[src/rtl/core/tds_packet_deframer_top_defines.svh]
// ----------------------------------------------------------------------------
// tds deframer assertion macros
// shared concurrent assertion forms used by the deframer top level
// ----------------------------------------------------------------------------
`ifndef TDS_PACKET_DEFRAMER_TOP_DEFINES_SVH
`define TDS_PACKET_DEFRAMER_TOP_DEFINES_SVH

// same-cycle implication, checked while out of reset
`define TDSD_ASSERT_NOW(label, clk, rst_n, ante, cons) \
    label: assert property (@(posedge clk) disable iff (!(rst_n)) (ante) |-> (cons)) \
        else $error("tds deframer: same-cycle check failed");

// next-cycle implication, checked while out of reset
`define TDSD_ASSERT_NEXT(label, clk, rst_n, ante, cons) \
    label: assert property (@(posedge clk) disable iff (!(rst_n)) (ante) |=> (cons)) \
        else $error("tds deframer: next-cycle check failed");

`endif

[src/rtl/core/tdsd_pkg.sv]
// ----------------------------------------------------------------------------
// tds deframer package
// result kinds, error codes and header constants for the deframer
// ----------------------------------------------------------------------------
package tdsd_pkg;

    // header layout
    localparam int HEADER_BYTES = 8;
    localparam logic [2:0] HDR_IDX_TYPE   = 3'd0;
    localparam logic [2:0] HDR_IDX_STATUS = 3'd1;
    localparam logic [2:0] HDR_IDX_LEN_HI = 3'd2;
    localparam logic [2:0] HDR_IDX_LEN_LO = 3'd3;
    localparam logic [2:0] HDR_IDX_LAST   = 3'(HEADER_BYTES - 1);
    localparam logic [15:0] HEADER_LEN    = 16'(HEADER_BYTES);

    // end of message flag in the status byte
    localparam logic [7:0] EOM_BIT = 8'h01;

    // max packet size after reset
    localparam logic [15:0] MAX_SIZE_RESET = 16'd4096;

    typedef enum logic [1:0] {
        KIND_PAYLOAD = 2'd0,
        KIND_EMPTY   = 2'd1,
        KIND_ERROR   = 2'd2
    } t_result_kind;

    typedef enum logic [1:0] {
        ERR_NONE      = 2'd0,
        ERR_TOO_LONG  = 2'd1,
        ERR_TOO_SHORT = 2'd2
    } t_error_code;

endpackage

[src/rtl/core/tds_packet_deframer_top.sv]
// ----------------------------------------------------------------------------
// tds packet deframer
// strips 8-byte tds headers from a byte stream and tags each payload byte
// ----------------------------------------------------------------------------
// Usage:
//   input channel (i_data_valid / o_data_ready) takes one stream byte a beat.
//   result channel (o_res_valid / i_res_ready) gives at most one result per
//   input beat: a payload byte, an empty-packet marker or an error.
//   config channel (i_cfg_valid / o_cfg_ready) writes max_packet_size; it is
//   always ready and should be written only while the block is idle.
// Latency: a result is valid in the cycle after its input beat is accepted.
// Throughput: one byte per cycle while i_res_ready stays high; each byte is
//   decoded combinationally into the parser state and result registers.
// Header bytes give no result; the length check on the eighth header byte
//   gives either the empty marker, an error, or nothing (payload follows).
// Stall: while a result waits and i_res_ready is low, o_data_ready is low;
//   the input is taken again in the cycle the result is taken.
// Error: the block halts and drops every later byte until reset.
// Reset (i_rst_n low, synchronous): header parser restarts, result register
//   empties, max_packet_size returns to 4096.
// ----------------------------------------------------------------------------
`include "tds_packet_deframer_top_defines.svh"

module tds_packet_deframer_top (
    input  logic        i_clk,
    input  logic        i_rst_n,
    // config write channel
    input  logic        i_cfg_valid,
    output logic        o_cfg_ready,
    input  logic [15:0] i_cfg_max_packet_size,
    // input byte channel
    input  logic        i_data_valid,
    output logic        o_data_ready,
    input  logic [7:0]  i_data_byte,
    // result channel
    output logic        o_res_valid,
    input  logic        i_res_ready,
    output logic [1:0]  o_result_kind,
    output logic [7:0]  o_payload_byte,
    output logic [7:0]  o_msg_type,
    output logic [7:0]  o_packet_status,
    output logic        o_last_in_packet,
    output logic        o_last_in_message,
    output logic [1:0]  o_error_code
);

    // parser state
    logic [15:0] r_max_size;
    logic [2:0]  r_hdr_idx,    n_hdr_idx;
    logic        r_in_payload, n_in_payload;
    logic [7:0]  r_cur_type,   n_cur_type;
    logic [7:0]  r_cur_status, n_cur_status;
    logic [7:0]  r_len_hi,     n_len_hi;
    logic [15:0] r_bytes_left, n_bytes_left;
    logic        r_halted,     n_halted;

    // result register
    logic                  r_res_valid;
    tdsd_pkg::t_result_kind r_kind,     n_kind;
    logic [7:0]            r_byte,     n_byte;
    logic [7:0]            r_type;
    logic [7:0]            r_status;
    logic                  r_last,     n_last;
    logic                  r_last_msg;
    tdsd_pkg::t_error_code r_err,      n_err;
    logic                  n_emit;

    logic        in_beat;
    logic [15:0] left_dec;
    logic [15:0] left_net;

    assign o_cfg_ready  = 1'b1;
    assign o_data_ready = !r_res_valid || i_res_ready;
    assign in_beat      = i_data_valid && o_data_ready;

    assign left_dec = r_bytes_left - 16'd1;
    assign left_net = r_bytes_left - tdsd_pkg::HEADER_LEN;

    // next state and result decode for one byte
    always_comb begin
        n_hdr_idx    = r_hdr_idx;
        n_in_payload = r_in_payload;
        n_cur_type   = r_cur_type;
        n_cur_status = r_cur_status;
        n_len_hi     = r_len_hi;
        n_bytes_left = r_bytes_left;
        n_halted     = r_halted;
        n_emit       = 1'b0;
        n_kind       = tdsd_pkg::KIND_PAYLOAD;
        n_byte       = 8'd0;
        n_last       = 1'b0;
        n_err        = tdsd_pkg::ERR_NONE;
        if (!r_halted) begin
            if (r_in_payload) begin
                n_bytes_left = left_dec;
                n_emit       = 1'b1;
                n_byte       = i_data_byte;
                if (left_dec == 16'd0) begin
                    n_in_payload = 1'b0;
                    n_last       = 1'b1;
                end
            end else begin
                case (r_hdr_idx)
                    tdsd_pkg::HDR_IDX_TYPE:   n_cur_type   = i_data_byte;
                    tdsd_pkg::HDR_IDX_STATUS: n_cur_status = i_data_byte;
                    tdsd_pkg::HDR_IDX_LEN_HI: n_len_hi     = i_data_byte;
                    tdsd_pkg::HDR_IDX_LEN_LO: n_bytes_left = {r_len_hi, i_data_byte};
                    default: ;
                endcase
                n_hdr_idx = r_hdr_idx + 3'd1;
                // length check on the final header byte
                if (r_hdr_idx == tdsd_pkg::HDR_IDX_LAST) begin
                    if (r_bytes_left > r_max_size) begin
                        n_halted = 1'b1;
                        n_emit   = 1'b1;
                        n_kind   = tdsd_pkg::KIND_ERROR;
                        n_err    = tdsd_pkg::ERR_TOO_LONG;
                    end else if (r_bytes_left < tdsd_pkg::HEADER_LEN) begin
                        n_halted = 1'b1;
                        n_emit   = 1'b1;
                        n_kind   = tdsd_pkg::KIND_ERROR;
                        n_err    = tdsd_pkg::ERR_TOO_SHORT;
                    end else begin
                        n_bytes_left = left_net;
                        if (left_net == 16'd0) begin
                            n_emit = 1'b1;
                            n_kind = tdsd_pkg::KIND_EMPTY;
                            n_last = 1'b1;
                        end else begin
                            n_in_payload = 1'b1;
                        end
                    end
                end
            end
        end
    end

    // config register
    always_ff @(posedge i_clk) begin
        if (!i_rst_n) begin
            r_max_size <= tdsd_pkg::MAX_SIZE_RESET;
        end else if (i_cfg_valid && o_cfg_ready) begin
            r_max_size <= i_cfg_max_packet_size;
        end
    end

    // parser state update
    always_ff @(posedge i_clk) begin
        if (!i_rst_n) begin
            r_hdr_idx    <= 3'd0;
            r_in_payload <= 1'b0;
            r_cur_type   <= 8'd0;
            r_cur_status <= 8'd0;
            r_len_hi     <= 8'd0;
            r_bytes_left <= 16'd0;
            r_halted     <= 1'b0;
        end else if (in_beat) begin
            r_hdr_idx    <= n_hdr_idx;
            r_in_payload <= n_in_payload;
            r_cur_type   <= n_cur_type;
            r_cur_status <= n_cur_status;
            r_len_hi     <= n_len_hi;
            r_bytes_left <= n_bytes_left;
            r_halted     <= n_halted;
        end
    end

    // result valid
    always_ff @(posedge i_clk) begin
        if (!i_rst_n) begin
            r_res_valid <= 1'b0;
        end else if (in_beat && n_emit) begin
            r_res_valid <= 1'b1;
        end else if (i_res_ready) begin
            r_res_valid <= 1'b0;
        end
    end

    // result payload
    always_ff @(posedge i_clk) begin
        if (in_beat && n_emit) begin
            r_kind     <= n_kind;
            r_byte     <= n_byte;
            r_type     <= r_cur_type;
            r_status   <= r_cur_status;
            r_last     <= n_last;
            r_last_msg <= n_last && ((r_cur_status & tdsd_pkg::EOM_BIT) != 8'd0);
            r_err      <= n_err;
        end
    end

    assign o_res_valid       = r_res_valid;
    assign o_result_kind     = r_kind;
    assign o_payload_byte    = r_byte;
    assign o_msg_type        = r_type;
    assign o_packet_status   = r_status;
    assign o_last_in_packet  = r_last;
    assign o_last_in_message = r_last_msg;
    assign o_error_code      = r_err;

    // checks
    `TDSD_ASSERT_NOW(a_err_result_form, i_clk, i_rst_n,
        r_res_valid && (r_kind == tdsd_pkg::KIND_ERROR),
        !r_last && (r_err != tdsd_pkg::ERR_NONE) && r_halted)
    `TDSD_ASSERT_NOW(a_eom_needs_last, i_clk, i_rst_n,
        r_res_valid && r_last_msg, r_last && r_status[0])
    `TDSD_ASSERT_NOW(a_payload_count_live, i_clk, i_rst_n,
        r_in_payload, r_bytes_left != 16'd0)
    `TDSD_ASSERT_NEXT(a_halted_silent, i_clk, i_rst_n,
        r_halted && !r_res_valid, !r_res_valid)

endmodule
[config.mk]
export PLATFORM = sky130hd
export DESIGN_NAME = tds_packet_deframer_top
export DESIGN_NICKNAME = d
export VERILOG_FILES = /design/src/rtl/core/tdsd_pkg.sv /design/src/rtl/core/tds_packet_deframer_top.sv
export VERILOG_INCLUDE_DIRS = /design/src /design/src/rtl/core
export SDC_FILE = /design/constraint.sdc
export NUM_CORES = 1
export LEC_CHECK = 0
export CAP_MARGIN = 20
export CORE_MARGIN = 3
export CORE_UTILIZATION = 30
export CTS_CLUSTER_SIZE = 30
export DETAILED_ROUTE_END_ITERATION = 10
export DONT_BUFFER_PORTS = 1
export HOLD_SLACK_MARGIN = 0.15
export PLACE_DENSITY = 0.54
export SYNTH_ARGS = -nofsm -noshare
export SYNTH_HDL_FRONTEND = slang
export SYNTH_SLANG_ARGS = --single-unit
[constraint.sdc]
create_clock -name i_clk -period 4.51 [get_ports i_clk]
set_clock_uncertainty 0.1 [all_clocks]
set_input_delay 0.2255 -clock i_clk [delete_from_list [all_inputs] [get_ports i_clk]]
set_output_delay 0.2255 -clock i_clk [all_outputs]
set_load 0.02 [all_outputs]
After elaboration in Yosys (flattened, before gate mapping):

Index checks and enable logic that the tools add are counted.

* bits in registers: 92
* input port bits: 29
* output and inout port bits: 33
* word-level logic and storage cells: 83

* add/subtract/negate cells: 3
* magnitude comparators: 2
* eq/ne operators: 4
* multiplexer cells: 35
* bitwise logic cells: 3
* reduce and logical (&&, ||, !) cells: 18

Operator list (count)
* two-way mux 16 bit: 5
* zero test 16 bit: 2
* two-way mux 1 bit: 27
* greater-than comparator 16 bit: 1
* less-than comparator 16 x 4 -> 1 bit, second input constant: 1
* subtractor 16 x 1 -> 16 bit, second input constant: 1
* subtractor 16 x 4 -> 16 bit, second input constant: 1
* AND reduction 4 bit: 3
* == test 3 x 2 -> 1 bit, second input constant: 2
* two-way mux 2 bit: 3
* OR reduction 5 bit: 1
* OR reduction 4 bit: 1
* adder 3 x 1 -> 3 bit, second input constant: 1
* == test 3 x 1 -> 1 bit, second input constant: 1
* == test 3 bit, second input constant: 1
* logical AND 1 bit: 3
* zero test 3 bit: 1
* inverter 1 bit: 3
* AND reduction 3 bit: 1
* OR reduction 3 bit: 1
* AND reduction 2 bit: 1
* nonzero test 2 bit: 1
* OR reduction 2 bit: 1
* zero test 1 bit: 1
* logical OR 1 bit: 1

Depth between registers and ports, before layout:

Gate-level depths: netlist of the first run.

* depth after elaboration: 10
* gate-level depth with buffers: 10
* mapped depth without buffers: 9

Worst setup path before layout of the first run:

No wires, ideal clock.

* kind: register to register
* start: register r_bytes_left[3]
* end: register r_err[0] (netlist: o_error_code[0]) (enable)
* setup time: 429 ps
* data arrival time: 3481 ps
* required time: 3981 ps
* setup slack: 500 ps
* cell stages (with the launch flop): 10
* buffers on the path: 1
* clock period less this slack: 4010 ps
* cells stage by stage: dfxtp_1 > buf_6 > inv_1 > ha_1 > nor3b_2 > nand4_1 > a211o_1 > a211oi_2 > o31ai_1 > a21oi_1

* word-level cells in the longest chain between the ends: 9
* elaborated cells between the ends (all ways): 11
* classes of those cells: add/sub (1); order compare (2); mux (6); reduce/logical (2)

Ends and longest elaborated chain
* start, declared: RTL line tds_packet_deframer_top.sv:54 `logic [15:0] r_bytes_left, n_bytes_left;`
* start signal, assigned: RTL line tds_packet_deframer_top.sv:163 `r_bytes_left <= n_bytes_left;`
* subtractor 16 x 4 -> 16 bit: RTL line tds_packet_deframer_top.sv:77 `assign left_net = r_bytes_left - tdsd_pkg::HEADER_LEN;`
* zero test 16 bit: RTL line tds_packet_deframer_top.sv:125 `if (left_net == 16'd0) begin`
* two-way mux 1 bit: RTL line tds_packet_deframer_top.sv:125
* two-way mux 1 bit: RTL line tds_packet_deframer_top.sv:118 `end else if (r_bytes_left < tdsd_pkg::HEADER_LEN) begin`
* two-way mux 1 bit *: RTL line tds_packet_deframer_top.sv:113 `if (r_bytes_left > r_max_size) begin`
* two-way mux 1 bit *: RTL line tds_packet_deframer_top.sv:112 `if (r_hdr_idx == tdsd_pkg::HDR_IDX_LAST) begin`
* two-way mux 1 bit *: RTL line tds_packet_deframer_top.sv:94 `if (r_in_payload) begin`
* two-way mux 1 bit *: RTL line tds_packet_deframer_top.sv:93 `if (!r_halted) begin`
* logical AND 1 bit *: RTL line tds_packet_deframer_top.sv:181 `if (in_beat && n_emit) begin`
* end signal, assigned: RTL line tds_packet_deframer_top.sv:188 `r_err <= n_err;`
* end, declared: RTL line tds_packet_deframer_top.sv:65 `tdsd_pkg::t_error_code r_err, n_err;`

Mark *: on every way between the ends. The rest lies on a longest branch, timed or not.
A chain may end at the register's enable or synchronous reset.

Worst setup path after layout of the first run:

* start: register r_bytes_left[9]
* end: register r_type[3] (netlist: o_msg_type[3]) (enable)

* word-level cells in the longest chain between the ends: 9
* elaborated cells between the ends (all ways): 11
* classes of those cells: add/sub (1); order compare (2); mux (6); reduce/logical (2)

Ends and longest elaborated chain
* subtractor 16 x 4 -> 16 bit: RTL line tds_packet_deframer_top.sv:77
* zero test 16 bit: RTL line tds_packet_deframer_top.sv:125
* two-way mux 1 bit: RTL line tds_packet_deframer_top.sv:125
* two-way mux 1 bit: RTL line tds_packet_deframer_top.sv:118
* two-way mux 1 bit *: RTL line tds_packet_deframer_top.sv:113
* two-way mux 1 bit *: RTL line tds_packet_deframer_top.sv:112
* two-way mux 1 bit *: RTL line tds_packet_deframer_top.sv:94
* two-way mux 1 bit *: RTL line tds_packet_deframer_top.sv:93
* logical AND 1 bit *: RTL line tds_packet_deframer_top.sv:181
* end signal, assigned: RTL line tds_packet_deframer_top.sv:184 `r_type <= r_cur_type;`
* end, declared: RTL line tds_packet_deframer_top.sv:61 `logic [7:0] r_type;`

Marked as above.

==> results of run 1 <==
## final cells by class
class / count / area, um2 / area share
Clock inverter: 6 / 52.55 / 0.008896
Timing Repair Buffer: 49 / 473.0 / 0.08007
Antenna cell: 1 / 2.502 / 0.0004236
Sequential cell: 92 / 2142 / 0.3626
Tap cell: 216 / 270.3 / 0.04575
Clock buffer: 10 / 250.2 / 0.04236
Inverter: 32 / 120.1 / 0.02033
Multi-Input combinational cell: 400 / 2596 / 0.4395
## synth_stat cells (all sizes together), types with 5 or more instances
cell,instances
nor2b,5
buf,12
nor4,10
xnor2,10
nand3b,5
nor3,15
clkbuf,27
nand4,9
and2,10
ha,26
mux2i,18
edfxtp,30
nor2,42
inv,31
nand3,33
o21a,5
a21oi,52
o21ai,30
dfxtp,62
a221oi,5
nand2,62
## per-layer routing
layer / share of wire / vias up / global-route usage
met2: 0.47 / 128 / 0.2497
met1: 0.44 / 2001 / 0.2034
met5: 0 / - / 0
met3: 0.065 / 20 / 0.03195
li1: - / 2062 / -
met4: 0.019 / 0 / 0.07503
## worst min-delay path, stage by stage
cell      delay [ns]
nand2_1         0.04
o211ai_1        0.08
o21ai_0         0.15
a221oi_1        0.08
## how the worst max path moves through the flow
| stage | endpoint | cells past startpoint |
|---|---|---|
| after floorplan | o_error_code[0]$_SDFFCE_PP0P_ | 9 |
| after global placement | o_msg_type[7]$_DFFE_PP_ | 8 |
| after detailed placement | o_msg_type[5]$_DFFE_PP_ | 8 |
| after CTS | o_msg_type[6]$_DFFE_PP_ | 8 |
| after global routing | o_msg_type[3]$_DFFE_PP_ | 8 |
| final | o_msg_type[3]$_DFFE_PP_ | 8 |
## sequential cells by signal, summed over array words and instances (netlist names)
signal,cells
o_result_kind,2
o_payload_byte,8
o_error_code,2
o_last_in_packet,1
o_res_valid,1
o_packet_status,8
o_last_in_message,1
r_in_payload,1
r_halted,1
r_cur_type,8
r_len_hi,8
r_bytes_left,16
o_msg_type,8
r_max_size,16
r_cur_status,8
r_hdr_idx,3
## power by group through the flow
stage | Clock [W] | Sequential, W | Combinational, W
global route | 0.000824 | 0.000901 | 0.000282
detailed placement | 0 | 0.000917 | 0.000205
CTS | 0.000792 | 0.000898 | 0.000252
floorplan | 0 | 0.000906 | 0.000176
finish | 0.000772 | 0.000898 | 0.000253
global placement | 0 | 0.000915 | 0.000202
## what timing repair did
item | in CTS | in global routing
hold buffers | 42 | 0
resized for setup | 0 | 0
hold endpoints to repair | 65 | 0
## logic make-up (layout without fill, tap and decap cells)
kind of cell | Yosys count | in the layout | synth area share
mux | 20 | 20 | 0.04013
compound gates | 131 | 131 | 0.1637
xor+xnor | 13 | 13 | 0.02403
flops | 92 | 92 | 0.4241
buf+inv | 71 | 97 | 0.06415
simple gates | 209 | 209 | 0.2187
other cells | 1 | 2 | 0.0007424
fa+ha+maj | 26 | 26 | 0.06440
## cells in the final DEF, fill, tap and decap left out, types with 4 or more instances in the layout
cell type,count
dfxtp_1,62
o211ai_1,4
o31ai_1,4
mux2i_1,18
o21ai_0,22
a21oi_1,49
dlygate4sd3_1,42
nand3b_1,5
inv_1,30
o21ai_1,7
clkbuf_16,10
edfxtp_1,30
nor4_1,6
ha_1,26
buf_4,7
and2_1,9
nor2_1,41
o21a_1,5
xnor2_1,9
a221oi_1,5
nor2b_1,5
nand2_1,62
nand3_1,32
nor3_1,15
a22oi_1,4
nand4_1,9
## stage by stage
step                utilization  power (W)  setup slack [ns]  cells
floorplan                     -   0.001083            0.4998    563
global placement         0.3204   0.001117             1.194    747
detailed placement       0.3204   0.001122             1.060    747
CTS                      0.3651   0.001942             1.052    805
global route             0.3651   0.002007            0.8409    805
finish                   0.3652   0.001922             1.069    806
==> qor.yml, run 1 <==
cts:
  cts.htree.levels: 3
  cts.sinks: 92
  cts-root-buf: "clkbuf_16"
  cts.clk_slew.worst_paths_ns: 0.07
  cts_inserted_buffers: 9
  clock_latency_ns: 0.35
  cts_tree: "built"
  cts_setup_buffers: 0
  max-clock-path-buffers: 2
critical_path:
  crit_type: "reg2reg"
  cp_num_buf_inv: 1
  start_kind: "flop"
  setup.worst_path.end_class: "flop"
  critPathSlowestCell: "dfxtp_1"
  required_ns: 4.42
  crit_fanout: 31
  crit_path_start: "r_bytes_left[9]$_SDFFE_PN0P_"
  path_cells: "ha_1 > nand4_1 > nor4_1 > a21boi_1 > o21a_1 > o31ai_1 > a21oi_4 > buf_4"
  r2r-start: "r_bytes_left[9]$_SDFFE_PN0P_"
  path_delay_family: "compound AO/OA/AOI/OAI gates"
  critical-path-max-stage-delay_ns: 0.71
  r2r_setup_slack_ns: 1.07
  r2r-end: "o_msg_type[3]$_DFFE_PP_"
  arrival_ns: 3.35
  ff2ff_path_depth: 8
detailed_routing:
  firstDrtPassIters: 4
  wl_mm: 14.07
  ant_nets: 0
  via_count: 4211
  drc: 0
  vias_per_cell: 5.225
  drt_iter0_drc: 369
  wl_per_cell_um: 17.46
pwr:
  max-vdd-ir-drop_uv: 167.5
  p_leak_nw: 2.147
  pwr_density_cell_nw_per_um2: 325.4
  power.internal_w: 0.001403
  power.share.clock: 0.401
  p_comb_frac: 0.131
  pwr-share-seq: 0.467
  switching_share: 0.2704
  power.net_switching_w: 0.0005197
final_layout:
  fillers: 1655
  finalNetCount: 639
  final_area_um2: 5907
  syn_to_final_growth_pct: 16.94
  drive_gt1_frac: 0.07980
global_routing:
  grt_max_degree: 48
  antenna_found_initial: 0
  grt_pass1_vias: 4070
  grt_use_total: 0.1568
  grt_pass1_wl_mm: 22.45
  grt.overflow.total: 0
die:
  die_x_um: 135.8
  core-area_um2: 16170
  die_h_um: 135.8
  io_pins: 62
  die_area_um2: 18430
  placementRows: 46
  start_util: 0.3123
synthesis:
  synth_flop_cell: "dfxtp_1"
  avgSynthCellArea_um2: 8.972
  yosysUniqueCellTypes: 74
  netlist_area_um2: 5051
  ys_ff_latch: 92
  syn_nets: 618
  synth_edf_count: 30
  synthCells: 563
  synth-seq-area-share: 0.4241
  async_flop_share: 0
  synth_area_leader_cell: "dfxtp_1"
  synthTopCellsByArea: "dfxtp_1 25%, edfxtp_1 18%, ha_1 6.4%"
  synth_top_cell_area_share: 0.2457
  yosys_warnings: 0
outcome:
  outcome: "completed"
job:
  drv_cap: 0
hold_path:
  hold_start: "i_data_byte[1]"
  min-delay-path-class: "in2reg"
  hold_path_end: "r_bytes_left[1]$_SDFFE_PN0P_"
  whs_path_depth: 4
sta:
  slew_viol_final: 0
  hold_viol_final: 0
  worst_pin_slew_ns: 0.7753
  period_minus_slack_ns: 3.441
  setup_violations: 0
  setup-tns-final_ns: 0
  final.period_utilization: 0.7630
  rsz0062_at_grt: "no"
  slew_headroom: 0.4814
  max_freq_mhz: 290.6
  hold_slack_ns: 0.1846
placement:
  place_area_um2: 5181
  gp_congestion: 0.9004
  hpwlAfterDp_mm: 9.953
  io_buffer_count: 0
Note: power is estimated with default switching activity, not from simulation.
==> run 2: changes to the inputs <==
--- a/config.mk
+++ b/config.mk
@@ -13,7 +13,7 @@
 export DETAILED_ROUTE_END_ITERATION = 10
 export DONT_BUFFER_PORTS = 1
 export HOLD_SLACK_MARGIN = 0.15
-export PLACE_DENSITY = 0.54
+export PLACE_DENSITY = 0.55
 export SYNTH_ARGS = -nofsm -noshare
 export SYNTH_HDL_FRONTEND = slang
 export SYNTH_SLANG_ARGS = --single-unit
==> constraint.sdc (replaced) <==
create_clock -name i_clk -period 2.9 [get_ports i_clk]
set_clock_uncertainty 0.1 [all_clocks]
set_input_delay 0.145 -clock i_clk [delete_from_list [all_inputs] [get_ports i_clk]]
set_output_delay 0.145 -clock i_clk [all_outputs]
set_load 0.02 [all_outputs]
==> qor.yml, run 2 (same netlist as run 1, synthesis figures left out) <==
outcome:
  outcome: "completed"
critical_path:
  ff2ff_path_depth: 9  # +1
  required_ns: 2.86  # -1.56 ns
  r2r-end: "o_packet_status[7]$_DFFE_PP_"
  arrival_ns: 2.73  # -0.62 ns
  r2r-start: "r_bytes_left[3]$_SDFFE_PN0P_"
  crit_type: "reg2reg"
  crit_fanout: 9  # -71%
  r2r_setup_slack_ns: 0.13  # -0.94 ns
  start_kind: "flop"
  setup.worst_path.end_class: "flop"
sta:
  slew_viol_final: 0  # unchanged
  max_freq_mhz: 360.9  # +24%
  hold_viol_final: 0  # unchanged
  period_minus_slack_ns: 2.771  # -0.6703 ns
  setup_violations: 0  # unchanged
  rsz0062_at_grt: "no"
  worst_pin_slew_ns: 0.8716  # +0.09627 ns
  final.period_utilization: 0.9555  # +0.1925
  slew_headroom: 0.4168  # -0.06462
die:
  placementRows: 46  # unchanged
  core-area_um2: 16170  # unchanged
  die_area_um2: 18430  # unchanged
  die_h_um: 135.8  # unchanged
  io_pins: 62  # unchanged
  die_x_um: 135.8  # unchanged
  start_util: 0.3123  # unchanged
final_layout:
  layout.cells.most_common: "nand2_1"
  reg_top3: "r_bytes_left: 16 flops, r_max_size: 16 flops"
  drive_gt1_frac: 0.1486  # +0.06877
  finalNetCount: 676  # +5.8%
  num_antenna_cells: 0  # -1
  final_cell_mix: "62 x nand2_1, 61 x dfxtp_1, 49 x a21oi_1"
  final_core_util: 0.3901  # +0.02483
  final_area_um2: 6309  # +6.8%
  syn_to_final_growth_pct: 24.89
global_routing:
  grt_use_total: 0.1736  # +0.01681
  grt.overflow.total: 0  # unchanged
  grt_max_degree: 31  # -35%
  grt_pass1_wl_mm: 24.38  # +8.6%
  grt_pass1_vias: 4351  # +6.9%
  antenna_found_initial: 1  # +1
cts:
  cts_tree: "built"
  cts-root-buf: "clkbuf_16"
  cts.sinks: 92  # unchanged
  cts_inserted_buffers: 9  # unchanged
  max-clock-path-buffers: 2  # unchanged
  cts.clk_slew.worst_paths_ns: 0.07  # about the same
  clock_latency_ns: 0.36  # about the same
  cts.htree.levels: 3  # unchanged
job:
  drv_cap: 0  # unchanged
pwr:
  pwr_density_cell_nw_per_um2: 506.2  # +56%
  p_leak_nw: 2.374  # +11%
  max-vdd-ir-drop_uv: 272.5  # +63%
detailed_routing:
  via_count: 4435  # +5.3%
  wl_per_cell_um: 18.94  # +8.5%
  wl_mm: 15.95  # +13%
  ant_nets: 0  # unchanged
  drt_iter0_drc: 376  # +1.9%
  firstDrtPassIters: 5  # +1
  vias_per_cell: 5.267  # +0.82%
  drc: 0  # unchanged
hold_path:
  hold_start: "i_rst_n"
  min-delay-path-class: "in2reg"
  hold_path_end: "r_max_size[1]$_SDFFE_PN0P_"
  whs_path_depth: 2  # -2
placement:
  hpwlAfterDp_mm: 11.41  # +15%
  io_buffer_count: 0  # unchanged
  gp_congestion: 0.8709  # -3.3%
  place_area_um2: 5487  # +5.9%
-- run 2: area by class of cell --
type                            instances  area [um2]
Tap cell                              216       270.3
Fill cell                            1609        9864
Sequential cell                        92        2143
Inverter                               32       120.1
Clock buffer                           11       254.0
Clock inverter                          5       86.33
Multi-Input combinational cell        400        2671
Timing Repair Buffer                   86       763.2
-- run 2: worst max path at each step --
stage	cells after the start	slack [ns]	startpoint	endpoint
2_1_floorplan	8	0.05	r_bytes_left[13]$_SDFFE_PN0P_	o_error_code[0]$_SDFFCE_PP0P_
3_3_place_gp	8	0.002	r_bytes_left[3]$_SDFFE_PN0P_	r_bytes_left[15]$_SDFFE_PN0P_
3_5_place_dp	10	-0.07	r_bytes_left[4]$_SDFFE_PN0P_	r_bytes_left[15]$_SDFFE_PN0P_
4_1_cts	10	0.02	r_bytes_left[4]$_SDFFE_PN0P_	r_bytes_left[15]$_SDFFE_PN0P_
5_1_grt	10	0.007	r_max_size[11]$_SDFFE_PN0P_	o_res_valid$_SDFFE_PN0P_
6_report	9	0.13	r_bytes_left[3]$_SDFFE_PN0P_	o_packet_status[7]$_DFFE_PP_
-- run 2: layer usage --
layer	global-route usage	wire [um]
met1	0.2246	7059
met2	0.2857	7765
met3	0.03715	842
met4	0.06383	282
met5	0	0
-- run 2: metrics by stage --
stage | worst slack, ns | TNS [ns] | hold slack, ns | total power (W) | std cells
floorplan | 0.04848 | 0 | 0.1754 | 0.001686 | 563
global placement | 0.001752 | 0 | 0.1533 | 0.001777 | 783
detailed placement | -0.06844 | -0.06844 | 0.1633 | 0.001783 | 783
CTS | 0.02050 | 0 | 0.1519 | 0.003200 | 841
global route | 0.006744 | 0 | 0.1951 | 0.003300 | 842
finish | 0.1292 | 0 | 0.1618 | 0.003193 | 842
-- run 2: what timing repair did --
action                                  CTS  global route
buffers inserted                          0             1
hold buffers                             42             0
endpoints found under the setup margin    2            41
pin swaps                                 0             1
resized for setup                         2             7
endpoints found under the hold margin    66             0
-- run 2: worst max-delay path, cell delays in order (launching register included) --
cell and delay [ns]:
dfxtp_1 0.41, inv_2 0.16, ha_4 0.19, nor3b_4 0.33, nand4_1 0.14, a211o_1 0.32, a211oi_4 0.27, o31ai_1 0.14
a21oi_4 0.19, buf_4 0.21
-- run 2: power by group --
part	total [W]	switching, W	internal, W
Clock	0.00135	0.000533	0.000818
Combinational	0.000453	0.000257	0.000196
Sequential	0.00139	0.0000262	0.00136
